`src/hgrc_pkg.sv`:
```
`timescale 1ns / 1ps
// ============================================================================
// hgrc_pkg
// Constants, codes and suffix decode shared by the GET request classifier.
// ============================================================================
package hgrc_pkg;

    localparam int MAX_REQUEST_BYTES = 4096;
    localparam int MAX_PATH_LEN      = 255;

    localparam int BYTE_CNT_W = $clog2(MAX_REQUEST_BYTES);
    localparam int PATH_CNT_W = 9;

    localparam logic [BYTE_CNT_W-1:0] BYTE_LIMIT = BYTE_CNT_W'(MAX_REQUEST_BYTES - 2);
    localparam logic [PATH_CNT_W-1:0] PATH_MAX   = PATH_CNT_W'(MAX_PATH_LEN);
    localparam logic [PATH_CNT_W-1:0] INDEX_LEN  = PATH_CNT_W'(11);

    // status codes
    typedef logic [2:0] status_t;
    localparam status_t ST_OK        = 3'd0;
    localparam status_t ST_BAD_METH  = 3'd1;
    localparam status_t ST_BAD_REQ   = 3'd2;
    localparam status_t ST_FORBIDDEN = 3'd3;
    localparam status_t ST_TOO_LARGE = 3'd4;

    // content type codes
    typedef logic [2:0] ctype_t;
    localparam ctype_t CT_OCTET = 3'd0;
    localparam ctype_t CT_HTML  = 3'd1;
    localparam ctype_t CT_JPEG  = 3'd2;
    localparam ctype_t CT_PNG   = 3'd3;
    localparam ctype_t CT_CSS   = 3'd4;
    localparam ctype_t CT_JS    = 3'd5;

    localparam logic [7:0] CH_DOT   = 8'h2E;
    localparam logic [7:0] CH_SPACE = 8'h20;
    localparam logic [7:0] CH_CR    = 8'h0D;
    localparam logic [7:0] CH_LF    = 8'h0A;
    localparam logic [7:0] CH_SLASH = 8'h2F;

    localparam logic [31:0] METHOD_WORD = "GET ";

    localparam logic [39:0] SFX_HTML = ".html";
    localparam logic [31:0] SFX_HTM  = ".htm";
    localparam logic [39:0] SFX_JPEG = ".jpeg";
    localparam logic [31:0] SFX_JPG  = ".jpg";
    localparam logic [31:0] SFX_PNG  = ".png";
    localparam logic [31:0] SFX_CSS  = ".css";
    localparam logic [23:0] SFX_JS   = ".js";

    // expected method byte at position idx
    function automatic logic [7:0] method_char(input logic [1:0] idx);
        logic [7:0] c;
        case (idx)
            2'd0:    c = METHOD_WORD[31:24];
            2'd1:    c = METHOD_WORD[23:16];
            2'd2:    c = METHOD_WORD[15:8];
            default: c = METHOD_WORD[7:0];
        endcase
        return c;
    endfunction

    // content type from the last five path bytes, newest in the low byte
    function automatic ctype_t suffix_kind(input logic [39:0] win,
                                           input logic [PATH_CNT_W-1:0] len);
        ctype_t k;
        if (len < PATH_CNT_W'(4))
            k = CT_OCTET;
        else if (win == SFX_HTML || win[31:0] == SFX_HTM)
            k = CT_HTML;
        else if (win == SFX_JPEG || win[31:0] == SFX_JPG)
            k = CT_JPEG;
        else if (win[31:0] == SFX_PNG)
            k = CT_PNG;
        else if (win[31:0] == SFX_CSS)
            k = CT_CSS;
        else if (win[23:0] == SFX_JS)
            k = CT_JS;
        else
            k = CT_OCTET;
        return k;
    endfunction

endpackage

```
`src/http_get_request_classifier_unit.sv`:
```
`timescale 1ns / 1ps
// ============================================================================
// http_get_request_classifier_unit
// Byte-serial GET request line classifier: one verdict per request.
// ============================================================================
//  channel  handshake             payload
//  -------  --------------------  ------------------------------------------
//  in       in_valid / in_ready   data_byte, new_request
//  out      out_valid / out_ready status, path_length, content_type,
//                                 index_substituted
//
//  One byte per cycle while in_ready is high. The parse state updates in the
//  accept cycle; a verdict lands in the output register and is visible the
//  cycle after. in_ready stays high while the output register is empty or
//  being drained, so a waiting verdict stalls input only when out_ready is low.
//  rst_n (async) clears all parse state and the output valid flag.
// ============================================================================
module http_get_request_classifier_unit (
    input  logic                          clk,
    input  logic                          rst_n,
    input  logic                          in_valid,
    output logic                          in_ready,
    input  logic [7:0]                    data_byte,
    input  logic                          new_request,
    output logic                          out_valid,
    input  logic                          out_ready,
    output logic [2:0]                    status,
    output logic [hgrc_pkg::PATH_CNT_W-1:0] path_length,
    output logic [2:0]                    content_type,
    output logic                          index_substituted
);
    import hgrc_pkg::*;

    localparam logic [1:0] PH_METHOD = 2'd0;
    localparam logic [1:0] PH_PATH   = 2'd1;
    localparam logic [1:0] PH_CLOSED = 2'd2;

    logic [BYTE_CNT_W-1:0] byte_count_reg, byte_count_next;
    logic [2:0]            term_prog_reg, term_prog_next;
    logic [2:0]            meth_prog_reg, meth_prog_next;
    logic                  meth_bad_reg, meth_bad_next;
    logic [1:0]            phase_reg, phase_next;
    logic [PATH_CNT_W-1:0] path_cnt_reg, path_cnt_next;
    logic [7:0]            prev_byte_reg, prev_byte_next;
    logic                  dotdot_reg, dotdot_next;
    logic [39:0]           sfx_reg, sfx_next;
    logic [7:0]            first_byte_reg, first_byte_next;
    logic                  done_reg, done_next;

    logic                  out_valid_reg;
    status_t               status_reg, status_next;
    logic [PATH_CNT_W-1:0] plen_reg, plen_next;
    ctype_t                ctype_reg, ctype_next;
    logic                  idx_reg, idx_next;
    logic                  verdict;
    logic                  in_fire;

    assign in_ready = !out_valid_reg || out_ready;
    assign in_fire  = in_valid && in_ready;

    always_comb
    begin
        // state as seen after an optional new_request clear
        if (new_request)
        begin
            byte_count_next = '0;
            term_prog_next  = '0;
            meth_prog_next  = '0;
            meth_bad_next   = 1'b0;
            phase_next      = PH_METHOD;
            path_cnt_next   = '0;
            prev_byte_next  = CH_DOT;
            dotdot_next     = 1'b0;
            sfx_next        = '0;
            first_byte_next = '0;
            done_next       = 1'b0;
        end
        else
        begin
            byte_count_next = byte_count_reg;
            term_prog_next  = term_prog_reg;
            meth_prog_next  = meth_prog_reg;
            meth_bad_next   = meth_bad_reg;
            phase_next      = phase_reg;
            path_cnt_next   = path_cnt_reg;
            prev_byte_next  = prev_byte_reg;
            dotdot_next     = dotdot_reg;
            sfx_next        = sfx_reg;
            first_byte_next = first_byte_reg;
            done_next       = done_reg;
        end

        verdict     = 1'b0;
        status_next = ST_OK;
        plen_next   = '0;
        ctype_next  = CT_OCTET;
        idx_next    = 1'b0;

        if (!done_next)
        begin
            byte_count_next = byte_count_next + 1'b1;

            case (phase_next)
                PH_METHOD:
                begin
                    if (data_byte != method_char(meth_prog_next[1:0]))
                        meth_bad_next = 1'b1;
                    meth_prog_next = meth_prog_next + 1'b1;
                    if (meth_prog_next >= 3'd4)
                    begin
                        phase_next = PH_PATH;
                        sfx_next   = {32'd0, CH_DOT};
                    end
                end
                PH_PATH:
                begin
                    if (data_byte == CH_SPACE)
                        phase_next = PH_CLOSED;
                    else
                    begin
                        if (path_cnt_next == '0)
                            first_byte_next = data_byte;
                        if (path_cnt_next <= PATH_MAX)
                            path_cnt_next = path_cnt_next + 1'b1;
                        if (prev_byte_next == CH_DOT && data_byte == CH_DOT)
                            dotdot_next = 1'b1;
                        prev_byte_next = data_byte;
                        sfx_next       = {sfx_next[31:0], data_byte};
                    end
                end
                default: ;
            endcase

            // CR LF CR LF tracker
            if (term_prog_next == 3'd0 || term_prog_next == 3'd2)
                term_prog_next = (data_byte == CH_CR) ? term_prog_next + 1'b1 : 3'd0;
            else if (data_byte == CH_LF)
                term_prog_next = term_prog_next + 1'b1;
            else
                term_prog_next = (data_byte == CH_CR) ? 3'd1 : 3'd0;

            if (term_prog_next >= 3'd4)
            begin
                verdict = 1'b1;
                if (meth_bad_next || meth_prog_next < 3'd4)
                    status_next = ST_BAD_METH;
                else if (phase_next != PH_CLOSED || path_cnt_next == '0 ||
                         path_cnt_next > PATH_MAX)
                begin
                    status_next = ST_BAD_REQ;
                    plen_next   = path_cnt_next;
                end
                else if (dotdot_next)
                begin
                    status_next = ST_FORBIDDEN;
                    plen_next   = path_cnt_next;
                end
                else if (path_cnt_next == PATH_CNT_W'(1) && first_byte_next == CH_SLASH)
                begin
                    // lone "/" serves index.html
                    plen_next  = INDEX_LEN;
                    ctype_next = CT_HTML;
                    idx_next   = 1'b1;
                end
                else
                begin
                    plen_next  = path_cnt_next;
                    ctype_next = suffix_kind(sfx_next, path_cnt_next);
                end
            end
            else if (byte_count_next >= BYTE_LIMIT)
            begin
                verdict     = 1'b1;
                status_next = ST_TOO_LARGE;
            end

            if (verdict)
                done_next = 1'b1;
        end
    end

    always_ff @(posedge clk or negedge rst_n)
    begin
        if (!rst_n)
        begin
            byte_count_reg <= '0;
            term_prog_reg  <= '0;
            meth_prog_reg  <= '0;
            meth_bad_reg   <= 1'b0;
            phase_reg      <= PH_METHOD;
            path_cnt_reg   <= '0;
            prev_byte_reg  <= CH_DOT;
            dotdot_reg     <= 1'b0;
            sfx_reg        <= '0;
            first_byte_reg <= '0;
            done_reg       <= 1'b0;
            out_valid_reg  <= 1'b0;
        end
        else
        begin
            if (in_fire)
            begin
                byte_count_reg <= byte_count_next;
                term_prog_reg  <= term_prog_next;
                meth_prog_reg  <= meth_prog_next;
                meth_bad_reg   <= meth_bad_next;
                phase_reg      <= phase_next;
                path_cnt_reg   <= path_cnt_next;
                prev_byte_reg  <= prev_byte_next;
                dotdot_reg     <= dotdot_next;
                sfx_reg        <= sfx_next;
                first_byte_reg <= first_byte_next;
                done_reg       <= done_next;
            end

            if (in_fire && verdict)
                out_valid_reg <= 1'b1;
            else if (out_ready)
                out_valid_reg <= 1'b0;
        end
    end

    // verdict payload, no reset needed
    always_ff @(posedge clk)
    begin
        if (in_fire && verdict)
        begin
            status_reg <= status_next;
            plen_reg   <= plen_next;
            ctype_reg  <= ctype_next;
            idx_reg    <= idx_next;
        end
    end

    assign out_valid         = out_valid_reg;
    assign status            = status_reg;
    assign path_length       = plen_reg;
    assign content_type      = ctype_reg;
    assign index_substituted = idx_reg;

endmodule
```
`config.mk`:
```
export PLATFORM = sky130hd
export DESIGN_NAME = http_get_request_classifier_unit
export DESIGN_NICKNAME = d
export VERILOG_FILES = /design/src/hgrc_pkg.sv /design/src/http_get_request_classifier_unit.sv
export SDC_FILE = /design/constraint.sdc
export NUM_CORES = 1
export LEC_CHECK = 0
export BUFFER_PORTS_ARGS = -buffer_cell sky130_fd_sc_hd__clkbuf_2
export CORE_MARGIN = 4
export CORE_UTILIZATION = 62
export DETAILED_ROUTE_END_ITERATION = 16
export PLACE_DENSITY = 0.76
export SLEW_MARGIN = 30
export SYNTH_ARGS = -nofsm -noshare
export SYNTH_HDL_FRONTEND = slang
export SYNTH_SLANG_ARGS = --single-unit
export TNS_END_PERCENT = 5
```
`constraint.sdc`:
```
create_clock -name clk -period 4.35 [get_ports clk]
set_input_delay 0.6525 -clock clk [delete_from_list [all_inputs] [get_ports clk]]
set_output_delay 0.6525 -clock clk [all_outputs]
set_load 0.02 [all_outputs]
```
==> impl_metrics.py <==
metrics = {
    "run_status": {
        "status": "completed",
    },
    "clocking": {
        "cts_num_sinks": 105,
        "clk_latency_ns": 0.41,
        "cts-resized-gates": 0,
        "ctsHoldBuffers": 0,
        "clk_pin_slew_ns": 0.11,
        "cts_tree": "yes",
        "numCtsBuffers": 9,
        "cts_setup_buffers": 0,
        "cts_buffer_depth": 2,
        "htree_levels": 3,
        "cts_root_buf": "clkbuf_8",
    },
    "floorplanning": {
        "pin_count": 31,
        "dieArea_mm2": 0.01211,
        "coreArea_mm2": 0.009955,
        "rows": 36,
        "die_w_um": 110.1,
        "die_h_um": 110.1,
        "initial_core_util": 0.6488,
    },
    "yosys": {
        "ys.warnings.count": 0,
        "synth_cell_types": 81,
        "netlist_area_mm2": 0.006459,
        "ys_ff_latch": 105,
        "synth_area_leaders": "dfrtp_1, edfxtp_1, nand2_1, o21ai_0, a22o_1",
        "synthArstFlopShare": 0.8476,
        "synth.net_count": 744,
        "ys_seq_area_frac": 0.4200,
        "synth_most_common_cell": "nand2_1",
        "synth.avg_cell_area_um2": 8.958,
        "synth-main-ff-cell": "dfrtp_1",
        "synth_edf_count": 16,
        "synth_common_cells": "nand2_1, dfrtp_1, o21ai_0",
        "synth_top_area_share": 0.3293,
        "yosysTopAreaCell": "dfrtp_1",
        "syn_inst": 721,
    },
    "placed_design": {
        "io_buffers": 30,
        "dpl_cell_area_mm2": 0.006728,
        "dpl.hpwl_um": 13290,
        "gp_congestion": 1.035,
    },
    "power": {
        "power.switching_mw": 0.9558,
        "peakVddDrop_mv": 0.3630,
        "internal-power_mw": 1.592,
        "p_sw_frac": 0.3752,
        "fin_total_pwr_mw": 2.548,
        "power_frac_clock": 0.228,
        "leakagePower_nw": 2.901,
        "power_frac_comb": 0.284,
        "powerDensity_mw_per_mm2": 368.7,
        "pwr-share-seq": 0.488,
    },
    "setup_path": {
        "critPathLaunchType": "input pin",
        "ff2ff_path_depth": 10,
        "crit_start": "data_byte[2]",
        "r2r-end": "path_length[5]",
        "criticalPathCategory": "input pin to flip-flop",
        "end_kind": "flip-flop",
        "r2r_slack_ns": 0.49,
        "crit_arrival_ns": 4.20,
        "r2r-start": "phase_reg[0]",
        "critPathMaxFanout": 13,
        "crit_required_ns": 4.61,
    },
    "grt": {
        "grt_pass1_vias": 5932,
        "grt_antenna_before_repair": 0,
        "grtUsageMet1": 0.4507,
        "grtUsageMet3": 0.06698,
        "use_met2": 0.5295,
        "grt_usage": 0.3369,
        "gr-total-overflow": 0,
        "grt_max_degree": 63,
        "busiest_layer": "met2",
        "grt_pass1_wl_um": 31180,
    },
    "detailed_routing": {
        "wire_per_inst_um": 21.82,
        "via_per_inst": 7.047,
        "firstDrtPassIters": 8,
        "post-route-drc-count": 0,
        "via_count": 6145,
        "drt_wl_total_um": 19020,
        "drtAntennaViolNets": 0,
        "drt_iter0_drc": 783,
    },
    "run": {
        "drv_cap": 0,
    },
    "timing": {
        "worst_clock_skew_ns": 0.01767,
        "slew_viol_final": 0,
        "min_period_over_period": 0.9050,
        "max_slew_margin": 0.4367,
        "worst_pin_slew_ns": 0.8341,
        "rsz0062_at_grt": "no",
        "final_hold_viol_count": 0,
        "setup-tns-final_ns": 0,
        "max_freq_mhz": 254.0,
        "finalSetupViolCount": 0,
        "min_period_ns": 3.937,
    },
    "final_layout": {
        "finalNetCount": 757,
        "drive_above_1_share": 0.1286,
        "fillers": 786,
        "largest_register_ffs": 40,
        "area_growth_pct": 6.974,
        "final_area_mm2": 0.006909,
        "diodes": 0,
    },
    "min_path": {
        "hold_class": "input pin to async pin",
    },
}
==> cell type report <==
class / instances / area (um^2) / area share
Multi-Input combinational cell: 534 / 3391 / 0.4908
Sequential cell: 105 / 2713 / 0.3926
Timing Repair Buffer: 54 / 345.3 / 0.04998
Tap cell: 133 / 166.4 / 0.02409
Clock buffer: 10 / 137.6 / 0.01992
Inverter: 30 / 112.6 / 0.01630
Clock inverter: 6 / 43.79 / 0.006338
==> per-layer routing <==
layer	wire length [um]	share of wire
met1	7545	0.40
met2	8878	0.47
met3	1859	0.098
met4	742	0.039
met5	0	0
==> cell usage in the layout, fill, tap and decap left out, types with 7 or more instances in the layout <==
cell type  instances
o21ai_0           58
a211oi_1           8
nand2_1           87
o211a_1            7
nor2_1            43
edfxtp_1          16
nand3_1           16
nor2b_1           15
a22o_1            30
clkbuf_2          29
clkbuf_8          10
nor3_1            28
nor4_1             9
inv_1             30
and2_1             8
a21oi_1           36
and3_1             9
dfrtp_1           85
buf_4             24
ha_1              10
o211ai_1           8
nand3b_1           7
nand4_1           10
xnor2_1           12
==> power by group through the flow <==
stage          combinational, mW  clock, mW  sequential (mW)
6_report                   0.724      0.581             1.24
5_1_grt                    0.783      0.631             1.26
4_1_cts                    0.704      0.590             1.23
3_5_place_dp               0.701          0             1.25
3_3_place_gp               0.689          0             1.25
2_1_floorplan              0.524          0             1.19
==> critical path, cell delays in order <==
cell,delay (ns)
clkbuf_2,0.21
or4_1,0.76
o21ai_4,0.48
a41oi_1,0.34
a221oi_1,0.55
nand2_1,0.10
or2_0,0.25
or4_1,0.47
a31o_1,0.23
a21oi_2,0.13
==> stage by stage <==
stage	cells	utilization	worst slack, ns	hold WS, ns
6_report	872	0.6941	0.4132	0.3099
5_1_grt	872	0.6941	0.2901	0.3523
4_1_cts	872	0.6941	0.5353	0.3359
3_5_place_dp	856	0.6758	0.1638	0.4606
3_3_place_gp	856	0.6758	0.1868	0.4567
2_1_floorplan	721	-	0.02331	0.3569
==> logic make-up (layout without fill, tap and decap cells) <==
family	Yosys count	after routing	synth area share
and+or+nand+nor	282	282	0.2307
AOI/OAI and AO/OA	222	222	0.2445
DFF	105	105	0.4200
buffers and inverters	82	100	0.05618
xor gates and xnor gates	14	14	0.01899
adders and majority gates	10	10	0.01937
muxes	6	6	0.01027
==> worst max path at each step <==
stage	slack [ns]	cells after the start	to
floorplan	0.02	19	content_type[0]
global placement	0.19	11	path_length[7]
detailed placement	0.16	14	content_type[0]
CTS	0.54	9	path_length[5]
global route	0.29	14	content_type[0]
finish	0.41	10	content_type[0]
Note: power is estimated with default switching activity, not from simulation.
